==> src/hw/rtl/nvsm_pkg.sv <==
// Package for the VTG speed monitor: character codes, header text, limits,
// register indexes, reset values and the enum types of parser, link and voice.
// Depends on nothing.
`default_nettype none

package nvsm_pkg;

	// Characters of the sentence framing
	localparam logic [7:0] CHAR_DOLLAR = 8'h24;
	localparam logic [7:0] CHAR_COMMA  = 8'h2c;
	localparam logic [7:0] CHAR_DOT    = 8'h2e;
	localparam logic [7:0] CHAR_ZERO   = 8'h30;

	// Header "GPVTG", index 0 is the first character after '$'
	localparam int unsigned HDR_LEN = 5;
	localparam logic [HDR_LEN-1:0][7:0] HDR_TEXT = {8'h47, 8'h54, 8'h56, 8'h50, 8'h47};

	localparam logic [7:0] SPEED_NO_SIGNAL = 8'hff;
	localparam logic [7:0] SILENCE_HOLD    = 8'd10;
	localparam logic [3:0] DIGITS_MAX      = 4'd3;
	localparam logic [3:0] COUNT_SAT       = 4'd15;

	// Register indexes on the configuration port
	localparam logic [1:0] REG_NO_SIGNAL_LIMIT = 2'd0;
	localparam logic [1:0] REG_CHECK_PERIOD    = 2'd1;
	localparam logic [1:0] REG_BLINK_LIMIT     = 2'd2;
	localparam logic [1:0] REG_SPEED_COMMAS    = 2'd3;

	// Register reset values
	localparam logic [7:0] RST_NO_SIGNAL_LIMIT = 8'd160;
	localparam logic [7:0] RST_CHECK_PERIOD    = 8'd160;
	localparam logic [6:0] RST_BLINK_LIMIT     = 7'd100;
	localparam logic [3:0] RST_SPEED_COMMAS    = 4'd7;

	typedef enum logic [1:0] {
		PH_HUNT   = 2'd0,
		PH_HEADER = 2'd1,
		PH_SKIP   = 2'd2,
		PH_DIGITS = 2'd3
	} phase_t;

	typedef enum logic [1:0] {
		LINK_UNKNOWN = 2'd0,
		LINK_UP      = 2'd1,
		LINK_DOWN    = 2'd2
	} link_t;

	typedef enum logic [1:0] {
		VOICE_NONE = 2'd0,
		VOICE_UP   = 2'd1,
		VOICE_DOWN = 2'd2
	} voice_t;

endpackage

`default_nettype wire

==> src/hw/rtl/nmea_vtg_speed_monitor.sv <==
// Top level of the VTG speed monitor: input register, sentence parser,
// tick logic for speed, link and LED, and the result register.
// Depends on nvsm_pkg.
`default_nettype none

// Speed and link monitor for an NMEA 0183 VTG character stream. Each input
// beat is either one received character (s_tuser low) or one 10 ms tick
// (s_tuser high), and each gives exactly one result beat with the shown
// speed in km/h (255 after a no-signal timeout), the link state, a voice
// event code (only ever nonzero on a tick) and the power LED level.
// A beat is taken into an input register, processed in a single pass of
// short logic against the parser and tick state, and lands in the result
// register; one beat is accepted every cycle while the sink takes results.
// The result register drains while the next beat is taken, so throughput
// stays at one beat per cycle as long as the sink takes results; a stalled
// sink backs up through the input register one beat deep. Configuration
// writes take effect at once and belong in idle time only.
module nmea_vtg_speed_monitor (
	input  wire logic        clk,
	input  wire logic        arst_n,
	// Input stream
	input  wire logic        s_tvalid,
	output logic             s_tready,
	input  wire logic [15:0] s_tdata,  // [7:0] rx_byte, [8] pwr_on, [15:9] zero
	input  wire logic        s_tuser,  // [0] func: 0 character, 1 tick
	// Result stream
	output logic             m_tvalid,
	input  wire logic        m_tready,
	output logic      [15:0] m_tdata,  // [7:0] speed_kmh, [9:8] link_state,
	                                   // [11:10] voice_event, [12] led_level, [15:13] zero
	// Configuration
	input  wire logic        cfg_we,
	input  wire logic [1:0]  cfg_addr,
	input  wire logic [7:0]  cfg_wdata
);

	// Configuration registers
	logic [7:0] no_signal_limit_q;
	logic [7:0] check_period_q;
	logic [6:0] blink_limit_q;
	logic [3:0] speed_commas_q;

	always_ff @(posedge clk or negedge arst_n) begin
		if (!arst_n) begin
			no_signal_limit_q <= nvsm_pkg::RST_NO_SIGNAL_LIMIT;
			check_period_q    <= nvsm_pkg::RST_CHECK_PERIOD;
			blink_limit_q     <= nvsm_pkg::RST_BLINK_LIMIT;
			speed_commas_q    <= nvsm_pkg::RST_SPEED_COMMAS;
		end else if (cfg_we) begin
			unique case (cfg_addr)
				nvsm_pkg::REG_NO_SIGNAL_LIMIT: no_signal_limit_q <= cfg_wdata;
				nvsm_pkg::REG_CHECK_PERIOD:    check_period_q    <= cfg_wdata;
				nvsm_pkg::REG_BLINK_LIMIT:     blink_limit_q     <= cfg_wdata[6:0];
				nvsm_pkg::REG_SPEED_COMMAS:    speed_commas_q    <= cfg_wdata[3:0];
				default: ;
			endcase
		end
	end

	// Input register
	logic       valid_s1;
	logic       func_s1;
	logic [7:0] byte_s1;
	logic       open_s1;
	logic       advance;

	// Process the held beat when the result register is free or draining
	assign advance  = valid_s1 && (!m_tvalid || m_tready);
	assign s_tready = !valid_s1 || advance;

	always_ff @(posedge clk or negedge arst_n) begin
		if (!arst_n) begin
			valid_s1 <= 1'b0;
		end else if (s_tready) begin
			valid_s1 <= s_tvalid;
		end
	end

	always_ff @(posedge clk) begin
		if (s_tvalid && s_tready) begin
			func_s1 <= s_tuser;
			byte_s1 <= s_tdata[7:0];
			open_s1 <= s_tdata[8];
		end
	end

	// Parser and tick state
	nvsm_pkg::phase_t phase_q, phase_d;
	logic [3:0]       pos_q, pos_d;
	logic [7:0]       char_q [nvsm_pkg::HDR_LEN];
	logic [7:0]       pend_speed_q, pend_speed_d;
	logic             pend_valid_q, pend_valid_d;
	logic             seen_q, seen_d;
	logic [7:0]       shown_q, shown_d;
	logic [7:0]       silence_q, silence_d;
	logic [7:0]       period_q, period_d;
	nvsm_pkg::link_t  link_q, link_d;
	logic [6:0]       blink_q, blink_d;
	logic             led_q, led_d;
	nvsm_pkg::voice_t voice_d;

	logic       is_char;
	logic       is_tick;
	logic       hdr_done;
	logic       hdr_ok;
	logic [3:0] comma_pos;
	logic       is_term;
	logic       char_wr;
	logic [7:0] char_wdata;
	logic [7:0] digit_val;

	assign is_char = advance && !func_s1;
	assign is_tick = advance && func_s1;

	// Fifth header character completes the check against the stored four
	assign hdr_done = (pos_q == 4'(nvsm_pkg::HDR_LEN - 1));
	assign hdr_ok   = (char_q[0] == nvsm_pkg::HDR_TEXT[0]) &&
	                  (char_q[1] == nvsm_pkg::HDR_TEXT[1]) &&
	                  (char_q[2] == nvsm_pkg::HDR_TEXT[2]) &&
	                  (char_q[3] == nvsm_pkg::HDR_TEXT[3]) &&
	                  (byte_s1 == nvsm_pkg::HDR_TEXT[4]);

	assign comma_pos = (byte_s1 == nvsm_pkg::CHAR_COMMA) ? pos_q + 4'd1 : pos_q;
	assign is_term   = (byte_s1 == nvsm_pkg::CHAR_COMMA) || (byte_s1 == nvsm_pkg::CHAR_DOT);

	// Speed from the stored digits, modulo 256
	always_comb begin
		unique case (pos_q)
			4'd1:    digit_val = char_q[0];
			4'd2:    digit_val = 8'(char_q[0] * 8'd10) + char_q[1];
			default: digit_val = 8'(char_q[0] * 8'd100) + 8'(char_q[1] * 8'd10) + char_q[2];
		endcase
	end

	// Parser next state
	always_comb begin
		phase_d = phase_q;
		if (is_char) begin
			unique case (phase_q)
				nvsm_pkg::PH_HUNT: begin
					if (byte_s1 == nvsm_pkg::CHAR_DOLLAR)
						phase_d = nvsm_pkg::PH_HEADER;
				end
				nvsm_pkg::PH_HEADER: begin
					if (hdr_done)
						phase_d = hdr_ok ? nvsm_pkg::PH_SKIP : nvsm_pkg::PH_HUNT;
				end
				nvsm_pkg::PH_SKIP: begin
					if (comma_pos == speed_commas_q)
						phase_d = nvsm_pkg::PH_DIGITS;
				end
				nvsm_pkg::PH_DIGITS: begin
					if (is_term)
						phase_d = nvsm_pkg::PH_HUNT;
				end
				default: phase_d = nvsm_pkg::PH_HUNT;
			endcase
		end
	end

	// Parser datapath
	always_comb begin
		pos_d        = pos_q;
		char_wr      = 1'b0;
		char_wdata   = byte_s1;
		pend_speed_d = pend_speed_q;
		pend_valid_d = pend_valid_q;
		seen_d       = seen_q;
		if (is_char) begin
			unique case (phase_q)
				nvsm_pkg::PH_HUNT: begin
					if (byte_s1 == nvsm_pkg::CHAR_DOLLAR)
						pos_d = '0;
				end
				nvsm_pkg::PH_HEADER: begin
					char_wr = (pos_q < 4'(nvsm_pkg::HDR_LEN));
					pos_d   = hdr_done ? '0 : pos_q + 4'd1;
				end
				nvsm_pkg::PH_SKIP: begin
					pos_d = (comma_pos == speed_commas_q) ? '0 : comma_pos;
				end
				nvsm_pkg::PH_DIGITS: begin
					if (is_term) begin
						if (pos_q != '0) begin
							seen_d = 1'b1;
							if (pos_q <= nvsm_pkg::DIGITS_MAX) begin
								pend_speed_d = digit_val;
								pend_valid_d = 1'b1;
							end
						end
						pos_d = '0;
					end else begin
						char_wr    = (pos_q < 4'(nvsm_pkg::HDR_LEN));
						char_wdata = byte_s1 - nvsm_pkg::CHAR_ZERO;
						if (pos_q < nvsm_pkg::COUNT_SAT)
							pos_d = pos_q + 4'd1;
					end
				end
				default: ;
			endcase
		end
		// A tick consumes the pending speed and closes a check period
		if (is_tick) begin
			pend_valid_d = 1'b0;
			if ({1'b0, period_q} + 9'd1 > {1'b0, check_period_q})
				seen_d = 1'b0;
		end
	end

	// Tick logic: shown speed, silence timeout, link check, LED blink
	logic [8:0] sil_inc;
	logic [8:0] sil_hold;
	logic [8:0] per_inc;
	logic [7:0] blk_inc;

	assign sil_inc  = (silence_q == 8'hff) ? 9'd255 : {1'b0, silence_q} + 9'd1;
	assign sil_hold = {1'b0, no_signal_limit_q} + {1'b0, nvsm_pkg::SILENCE_HOLD};
	assign per_inc  = {1'b0, period_q} + 9'd1;
	assign blk_inc  = {1'b0, blink_q} + 8'd1;

	always_comb begin
		shown_d   = shown_q;
		silence_d = silence_q;
		period_d  = period_q;
		link_d    = link_q;
		blink_d   = blink_q;
		led_d     = led_q;
		voice_d   = nvsm_pkg::VOICE_NONE;
		if (is_tick) begin
			if (pend_valid_q) begin
				silence_d = '0;
				shown_d   = pend_speed_q;
			end else if (sil_inc > {1'b0, no_signal_limit_q}) begin
				silence_d = (sil_hold > 9'd255) ? 8'hff : sil_hold[7:0];
				shown_d   = nvsm_pkg::SPEED_NO_SIGNAL;
			end else begin
				silence_d = sil_inc[7:0];
			end

			if (per_inc > {1'b0, check_period_q}) begin
				period_d = '0;
				priority case (link_q)
					nvsm_pkg::LINK_UP: begin
						if (!seen_q) begin
							link_d  = nvsm_pkg::LINK_DOWN;
							voice_d = nvsm_pkg::VOICE_DOWN;
						end
					end
					nvsm_pkg::LINK_DOWN: begin
						if (seen_q) begin
							link_d  = nvsm_pkg::LINK_UP;
							voice_d = nvsm_pkg::VOICE_UP;
							led_d   = 1'b1;
						end
					end
					default: begin
						if (seen_q) begin
							link_d  = nvsm_pkg::LINK_UP;
							voice_d = nvsm_pkg::VOICE_UP;
							led_d   = 1'b1;
						end else begin
							link_d  = nvsm_pkg::LINK_DOWN;
							voice_d = nvsm_pkg::VOICE_DOWN;
						end
					end
				endcase
			end else begin
				period_d = per_inc[7:0];
			end

			// Blink on the link state this tick leaves behind
			if (link_d == nvsm_pkg::LINK_DOWN && open_s1) begin
				if (blk_inc > {1'b0, blink_limit_q}) begin
					blink_d = '0;
					led_d   = !led_d;
				end else begin
					blink_d = blk_inc[6:0];
				end
			end
		end
	end

	always_ff @(posedge clk or negedge arst_n) begin
		if (!arst_n) begin
			phase_q      <= nvsm_pkg::PH_HUNT;
			pos_q        <= '0;
			pend_speed_q <= '0;
			pend_valid_q <= 1'b0;
			seen_q       <= 1'b0;
			shown_q      <= '0;
			silence_q    <= '0;
			period_q     <= '0;
			link_q       <= nvsm_pkg::LINK_UNKNOWN;
			blink_q      <= '0;
			led_q        <= 1'b1;
		end else begin
			phase_q      <= phase_d;
			pos_q        <= pos_d;
			pend_speed_q <= pend_speed_d;
			pend_valid_q <= pend_valid_d;
			seen_q       <= seen_d;
			shown_q      <= shown_d;
			silence_q    <= silence_d;
			period_q     <= period_d;
			link_q       <= link_d;
			blink_q      <= blink_d;
			led_q        <= led_d;
		end
	end

	// Character store holds header letters, then digit values
	always_ff @(posedge clk) begin
		if (char_wr)
			char_q[pos_q[2:0]] <= char_wdata;
	end

	// Result register
	always_ff @(posedge clk or negedge arst_n) begin
		if (!arst_n) begin
			m_tvalid <= 1'b0;
		end else if (advance) begin
			m_tvalid <= 1'b1;
		end else if (m_tready) begin
			m_tvalid <= 1'b0;
		end
	end

	always_ff @(posedge clk) begin
		if (advance)
			m_tdata <= {3'b000, led_d, voice_d, link_d, shown_d};
	end

endmodule

`default_nettype wire

==> config.mk <==
export PLATFORM = sky130hd
export DESIGN_NAME = nmea_vtg_speed_monitor
export DESIGN_NICKNAME = d
export VERILOG_FILES = /design/src/hw/rtl/nvsm_pkg.sv /design/src/hw/rtl/nmea_vtg_speed_monitor.sv
export SDC_FILE = /design/constraint.sdc
export NUM_CORES = 1
export LEC_CHECK = 0
export BUFFER_PORTS_ARGS = -buffer_cell sky130_fd_sc_hd__buf_2
export CORE_ASPECT_RATIO = 1.4
export CORE_UTILIZATION = 55
export DETAILED_ROUTE_END_ITERATION = 8
export PLACE_DENSITY = 0.74
export SLEW_MARGIN = 15
export SYNTH_ARGS = -nofsm -noshare
export SYNTH_HDL_FRONTEND = slang
export SYNTH_SLANG_ARGS = --single-unit
==> constraint.sdc <==
create_clock -name clk -period 3.4 [get_ports clk]
set_input_delay 0.17 -clock clk [delete_from_list [all_inputs] [get_ports clk]]
set_output_delay 0.17 -clock clk [all_outputs]
set_load 0.02 [all_outputs]
==> results of run 1 <==
state kept, by name, indices dropped and copies added, names as in the netlist, 7 cells and up, named ones only:
signal             count
silence_q              8
m_tdata               13
byte_s1                8
blink_limit_q          7
check_period_q         8
no_signal_limit_q      8
period_q               8
shown_q                8
char_q                32
pend_speed_q           8
blink_q                7
worst paths after layout:
kind	start	endpoint	slack, ps
max	char_q[1][1]$_DFFE_PP_	pend_speed_q[7]$_DFFE_PN0P_	150
min	cfg_wdata[7]	check_period_q[7]$_DFFE_PN1P_	10
max reg2reg	char_q[1][1]$_DFFE_PP_	pend_speed_q[7]$_DFFE_PN0P_	150
min reg2reg	shown_q[3]$_DFF_PN0_	shown_q[3]$_DFF_PN0_	480
max in group asynchronous	arst_n	no_signal_limit_q[2]$_DFFE_PN0P_	2260
min in group asynchronous	arst_n	blink_q[3]$_DFFE_PN0P_	460
through the flow:
step                util (%)  instance area (sq um)
floorplan                  -                   8040
global placement        60.1                   8470
detailed placement      60.1                   8470
CTS                     65.5                   9240
global route            65.7                   9260
finish                  65.7                   9260
where the power goes:
group / total, W / switching, W / internal, W
logic: 0.00134 / 0.000755 / 0.000581
registers: 0.00220 / 0.000221 / 0.00198
clock network: 0.00196 / 0.000711 / 0.00125
total: 0.00550 / 0.00169 / 0.00381
cells in the final DEF, fill, tap and decap left out, drive strengths merged, types with 11 or more instances in the layout:
cell type / instances
dfrtp: 68
ha: 67
nand2: 62
inv: 56
edfxtp: 55
buf: 53
o21ai: 49
xnor2: 34
nor2: 29
nand3: 28
mux2: 28
a21oi: 26
clkbuf: 20
xor2: 14
a21o: 13
nand2b: 12
dlygate4sd3: 12
dfstp: 11
worst max-delay path, cell delays in order, from the launching register on:
cell,delay (ps)
edfxtp_1,400
ha_1,320
ha_1,210
inv_1,70
fa_1,400
inv_1,80
fa_1,450
ha_4,300
o21ai_0,70
o21bai_1,120
a21oi_1,90
xnor3_1,410
nand2_1,70
a2bb2oi_1,190
kinds of logic (layout without fill, tap and decap cells):
kind of cell	count (synthesis)	after routing	share of synthesized area [%]
multiplexers	32	32	4.43
adder cells (fa/ha/maj)	76	76	12.7
AND/OR/NAND/NOR	209	209	13.8
flip-flops	134	134	45.4
XOR/XNOR	49	49	5.61
buffers and inverters	75	152	3.74
AO/OA/AOI/OAI	168	168	14.3
other	1	3	0.0467
cells in the mapped netlist, drive strengths merged (11+ instances only):
cell | n | area (sq um)
a21o | 13 | 97.6
a21oi | 26 | 130
clkbuf | 13 | 48.8
dfrtp | 68 | 1700
dfstp | 11 | 289
edfxtp | 55 | 1650
ha | 67 | 838
inv | 55 | 206
mux2 | 28 | 315
nand2 | 62 | 233
nand2b | 12 | 75.1
nand3 | 28 | 140
nor2 | 29 | 109
o21ai | 49 | 245
xnor2 | 34 | 305
xor2 | 14 | 123
timing repair:
item | CTS | global route
setup endpoints to repair | 0 | 21
gates resized for setup | 0 | 4
buffers inserted | 0 | 1
hold buffers | 12 | 0
endpoints found under the hold margin | 79 | 0
final cells by class:
cell class                 count  area share (%)
clock inverter                12            1.78
inverter                      55            2.23
timing repair buffer          65            4.57
tap                          185            2.50
multi-input combinational    537            44.4
sequential                   134            39.3
clock buffer                  20            5.17
metal layers:
layer / track usage (%) / vias up
li1: - / 2848
met1: 28.6 / 2977
met2: 48.7 / 147
met3: 3.91 / 48
met4: 12.4 / 0
met5: 0 / -
==> qor.txt, run 1 <==
STA
---------------------------------------------------------------------------------
Worst max-slew margin expressed relative to the limit ..............        31.9%
Post-layout minimum cycle time .....................................      3250 ps
TNS Setup ..........................................................         0 ps
Count of final max-slew check failures .............................            0
Unrepaired setup endpoints after global routing ....................           no
Period utilisation layout ..........................................        95.7%
Worst setup slack after layout .....................................       145 ps
Slew at the pin with the worst max-slew slack ......................      1020 ps
Clock Skew .........................................................      11.3 ps
Hold Worst Slack ...................................................      14.7 ps
Final Hold Viols ...................................................            0
Maximum operating frequency ........................................    0.307 GHz
Finish-stage setup viols ...........................................            0

DIE
---------------------------------------------------------------------------------
Io pins ............................................................           50
Height of the chip .................................................       145 um
Row Count ..........................................................           51
Die X ..............................................................       104 um
Initial standard-cell utilization of the core ......................        56.9%
Core area ..........................................................  14100 sq um
Die outline area ...................................................  15100 sq um

SYNTH
---------------------------------------------------------------------------------
Cell count after synthesis .........................................          744
Async set-or-reset flop fraction in the synthesized netlist ........        59.0%
Netlist Area Pre-Place .............................................   8030 sq um
Most common flop cell mapped by yosys ..............................      dfrtp_1
Yosys Warn Count ...................................................            0
Register bit count reported by yosys ...............................          134
Count of unique library cells instantiated by Yosys ................           76
Post-synth EDFFs ...................................................           55
Post-synthesis average cell area ...................................   10.8 sq um
Proportion of synthesized chip area in sequential cells ............        45.4%

CRITICAL PATH
---------------------------------------------------------------------------------
Startpoint class of the critical path ..............................         flop
Worst r2r path cells ...............................................           13
Data arrival time of the critical path .............................      3580 ps
Crit Path Class ....................................................      reg2reg
Critical Path End Type .............................................         flop
Crit path max fanout ...............................................            3
CP required ........................................................      3720 ps

CELLS AND AREA
---------------------------------------------------------------------------------
Diode count ........................................................            0
Fill cell count ....................................................         1113
Area added between synthesis and finish ............................        15.3%
Number of nets in the finished design ..............................          918
Combined area of the multi-input logic cells .......................   4110 sq um
Ratio of cells with drive above 1 in the final layout ..............        17.0%
Non-filler cells in the finished layout ............................         1008
FF+latch area ......................................................   3640 sq um

PLACE
---------------------------------------------------------------------------------
HPWL after detailed placement ......................................     13800 um
DP Cell Count ......................................................          963
Final weighted congestion of routability-driven global placement ...        0.915
Total of buffers placed on input and output ports ..................           39
Setup Slack @ Placement ............................................      73.4 ps

GRT
---------------------------------------------------------------------------------
Combined global-route utilization of all metal layers ..............        26.1%
Largest net degree at the start of global routing ..................           80
Vias in the first global route .....................................         6303
Number of antenna violations at the first check in global routing ..            0
Residual overflow from global routing ..............................            0
First-pass GRT wire length .........................................     30900 um

STATUS
---------------------------------------------------------------------------------
Run status .........................................................    completed

JOB
---------------------------------------------------------------------------------
Max-cap check violation count ......................................            0

MIN PATH
---------------------------------------------------------------------------------
Hold-critical path depth ...........................................            2
Path type of the worst min-delay path ..............................       in2reg

ROUTING
---------------------------------------------------------------------------------
Vias per std cell ..................................................         5.97
Met3 layer wire length in the routed design ........................       540 um
Post-route antenna net violation count .............................            0
Violation count after the first detailed-routing iteration .........          351
Met2 wire length ...................................................     10400 um
Via count ..........................................................         6020
Wire length on met1 ................................................      7390 um
Total wire length ..................................................     19000 um
DRC Markers ........................................................            0
Uppermost layer routed .............................................         met4
Average routed wire per standard cell ..............................      18.8 um
First-pass iteration count of the detailed router ..................            5

CTS
---------------------------------------------------------------------------------
Total clock buffers created by CTS .................................           17
Library cell used as clock root buffer .............................    clkbuf_16
CTS sink count .....................................................          134
Number of H-tree branching levels ..................................            4
Clock latency of the later-clocked register in the worst-skew pair .       410 ps
Maximum clock path buffer count ....................................            2
TritonCTS clock tree ...............................................        built
CTS clk-pin slew, worst paths ......................................        60 ps

POWER
---------------------------------------------------------------------------------
Power density over the cells .......................................  594 nW/um^2
Leak Pwr ...........................................................      4.00 nW
PnR Total Power ....................................................    0.00550 W
IR drop worst, VDD .................................................       417 uV

No activity file was read; power rests on OpenSTA's default activity.
==> inputs of run 2 (changes only) <==
CORE_UTILIZATION = 35   (was 55)
PLACE_DENSITY = 0.52   (was 0.74)
==> run 2 against run 1 <==
Against the previous run:
- highest routed layer unchanged
- hold slack worse by 3.1 ps
- sequential cell count stayed put
- utilization is 24 points lower
- non-clock buffer count is 8 higher
- via count is 4.2% lower
- largest cell class unchanged
- clock power is 7% lower
- design area is 1.6% higher
- worst setup slack better by 50 ps
- total power is 2.9% lower
- die area is 56% higher
- first-iteration DRC count is 20% lower
- register-to-register slack better by 50 ps
==> qor.txt, run 2 (synthesis gave the netlist of run 1 again) <==
STATUS
---------------------------------------------------------------------------------
Run status .........................................................    completed

STA
---------------------------------------------------------------------------------
Slew at the pin with the worst max-slew slack ......................       757 ps
TNS Setup ..........................................................         0 ps
Count of final max-slew check failures .............................            0
Period utilisation layout ..........................................        94.3%
Finish-stage setup viols ...........................................            0
Clock Skew .........................................................      9.65 ps
Final Hold Viols ...................................................            0
Maximum operating frequency ........................................    0.312 GHz
Post-layout minimum cycle time .....................................      3210 ps
Unrepaired setup endpoints after global routing ....................           no
Worst max-slew margin expressed relative to the limit ..............        49.5%

CRITICAL PATH
---------------------------------------------------------------------------------
Critical path's most frequent cell .................................         ha_1
CP required ........................................................      3710 ps
Critical path, cell by cell ........................................ ha_1 -> ha_1 -> inv_1 -> fa_1 -> inv_1 -> fa_1 -> ha_1 -> o21ai_0 -> o21bai_1 -> a21oi_1 -> xnor3_1 -> nand2_1 -> a2bb2oi_1
Data arrival time of the critical path .............................      3510 ps
Crit Path Class ....................................................      reg2reg
Critical path launch point ......................................... char_q[1][1]$_DFFE_PP_
Worst r2r path cells ...............................................           13
Startpoint class of the critical path ..............................         flop
Worst setup slack for register-to-register paths ...................       190 ps
Crit path max fanout ...............................................            3
Worst stage delay on the critical path .............................       420 ps
Critical-path cell with the highest stage delay ....................         fa_1
Capture instance of the worst register-to-register path ............ pend_speed_q[7]$_DFFE_PN0P_
R2R Path Start ..................................................... char_q[1][1]$_DFFE_PP_
Critical Path End Type .............................................         flop

GRT
---------------------------------------------------------------------------------
Vias in the first global route .....................................         5993
Combined global-route utilization of all metal layers ..............        17.3%
Residual overflow from global routing ..............................            0
First-pass GRT wire length .........................................     31000 um
Largest net degree at the start of global routing ..................           35
Number of antenna violations at the first check in global routing ..            0

JOB
---------------------------------------------------------------------------------
Max-cap check violation count ......................................            0

DIE
---------------------------------------------------------------------------------
Height of the chip .................................................       181 um
Io pins ............................................................           50
Die outline area ...................................................  23600 sq um
Row Count ..........................................................           65
Core area ..........................................................  22500 sq um
Die X ..............................................................       130 um
Initial standard-cell utilization of the core ......................        35.6%

PLACE
---------------------------------------------------------------------------------
HPWL after detailed placement ......................................     14500 um
Final weighted congestion of routability-driven global placement ...        0.823
Placement Cell Area ................................................   8680 sq um
Total of buffers placed on input and output ports ..................           39

CELLS AND AREA
---------------------------------------------------------------------------------
Diode count ........................................................            0
Ratio of cells with drive above 1 in the final layout ..............        17.8%
Area added between synthesis and finish ............................        17.2%
Leading cell types in the layout, fill and taps excluded ........... 68 x dfrtp_1, 67 x ha_1, 62 x nand2_1
Most common library cell in the layout ignoring fill and taps ......      dfrtp_1
Fin area ...........................................................   9410 sq um
Largest register FFs ...............................................           32
Number of nets in the finished design ..............................          926

POWER
---------------------------------------------------------------------------------
Total net switching power ..........................................    0.00170 W
Leak Pwr ...........................................................      4.02 nW
Net switching fraction of the power ................................        31.7%
Clock power share ..................................................        34.2%
IR drop worst, VDD .................................................       350 uV
Reg power frac .....................................................        41.2%
Portion of total power attributed to combinational logic ...........        24.6%
Power density over the cells .......................................  568 nW/um^2
Int Power ..........................................................    0.00365 W

MIN PATH
---------------------------------------------------------------------------------
Worst Hold Launch .................................................. cfg_wdata[7]
Path type of the worst min-delay path ..............................       in2reg
Hold-critical path depth ...........................................            2
End point of the most critical hold path ........................... check_period_q[7]$_DFFE_PN1P_

ROUTING
---------------------------------------------------------------------------------
First-pass iteration count of the detailed router ..................            4
Average routed wire per standard cell ..............................      16.7 um
DRC Markers ........................................................            0
Met3 layer wire length in the routed design ........................       451 um
Uppermost layer routed .............................................         met4
Total wire length ..................................................     18900 um
Wire length on met1 ................................................      8350 um
Post-route antenna net violation count .............................            0
Met2 wire length ...................................................      9780 um
Via count ..........................................................         5765
Violation count after the first detailed-routing iteration .........          281
Vias per std cell ..................................................         5.09

CTS
---------------------------------------------------------------------------------
Total clock buffers created by CTS .................................           17
Library cell used as clock root buffer .............................    clkbuf_16
Number of H-tree branching levels ..................................            4
Maximum clock path buffer count ....................................            2
CTS clk-pin slew, worst paths ......................................        60 ps
# Post-CTS Setup Buffers ...........................................            0
CTS sink count .....................................................          134
TritonCTS clock tree ...............................................        built
Clock latency of the later-clocked register in the worst-skew pair .       430 ps

[run 2: worst max path at each step]
stage | endpoint | slack [ps]
2_1_floorplan | pend_speed_q[7]$_DFFE_PN0P_ | 300
3_3_place_gp | m_tdata[2]$_DFFE_PP_ | 160
3_5_place_dp | m_tdata[2]$_DFFE_PP_ | 90
4_1_cts | m_tdata[2]$_DFFE_PP_ | 70
5_1_grt | m_tdata[0]$_DFFE_PP_ | 30
6_report | pend_speed_q[7]$_DFFE_PN0P_ | 190
[run 2: power by group through the flow]
stage / logic [W] / registers [W] / clock network (W)
detailed placement: 0.00130 / 0.00223 / 0
floorplan: 0.000935 / 0.00221 / 0
global placement: 0.00128 / 0.00223 / 0
finish: 0.00131 / 0.00220 / 0.00183
CTS: 0.00132 / 0.00220 / 0.00187
global route: 0.00149 / 0.00224 / 0.00193
[run 2: timing repair]
item	in CTS	in global routing
hold buffers	13	0
hold endpoints to repair	33	0
resized for setup	0	6
setup endpoints to repair	0	16
[run 2: worst max-delay path: cells and delay by family, from the launching register on]
kind	cells	cell delay [ps]
adder cells (fa/ha/maj)	5	1700
AND/OR/NAND/NOR	1	80
XOR/XNOR	1	410
buffers and inverters	2	150
flip-flops	1	390
AO/OA/AOI/OAI	4	370
[run 2: through the flow]
step                hold slack (ps)  instances  power, W  utilization (%)  setup WS (ps)
floorplan                      -126        746   0.00315                -            300
global placement               82.8       1087   0.00351             38.5            159
detailed placement             79.9       1087   0.00353             38.5           90.6
CTS                            2.12       1132   0.00540             41.7           67.0
global route                   14.2       1132   0.00566             41.8           29.1
finish                         11.5       1132   0.00534             41.8            195
[run 2: cell type report]
class                           instances  area [sq um]
Multi-Input combinational cell        537          4110
Clock buffer                           18           450
Inverter                               55           206
Clock inverter                         14           138
Timing Repair Buffer                   73           485
Fill cell                            2204         13100
Sequential cell                       134          3640
Tap cell                              301           377
[run 2: metal layers]
metal  track usage, %  vias up
li1                 -     2863
met1             20.7     2796
met2             30.4       80
met3             3.29       26
met4             5.95        0
met5                0        -
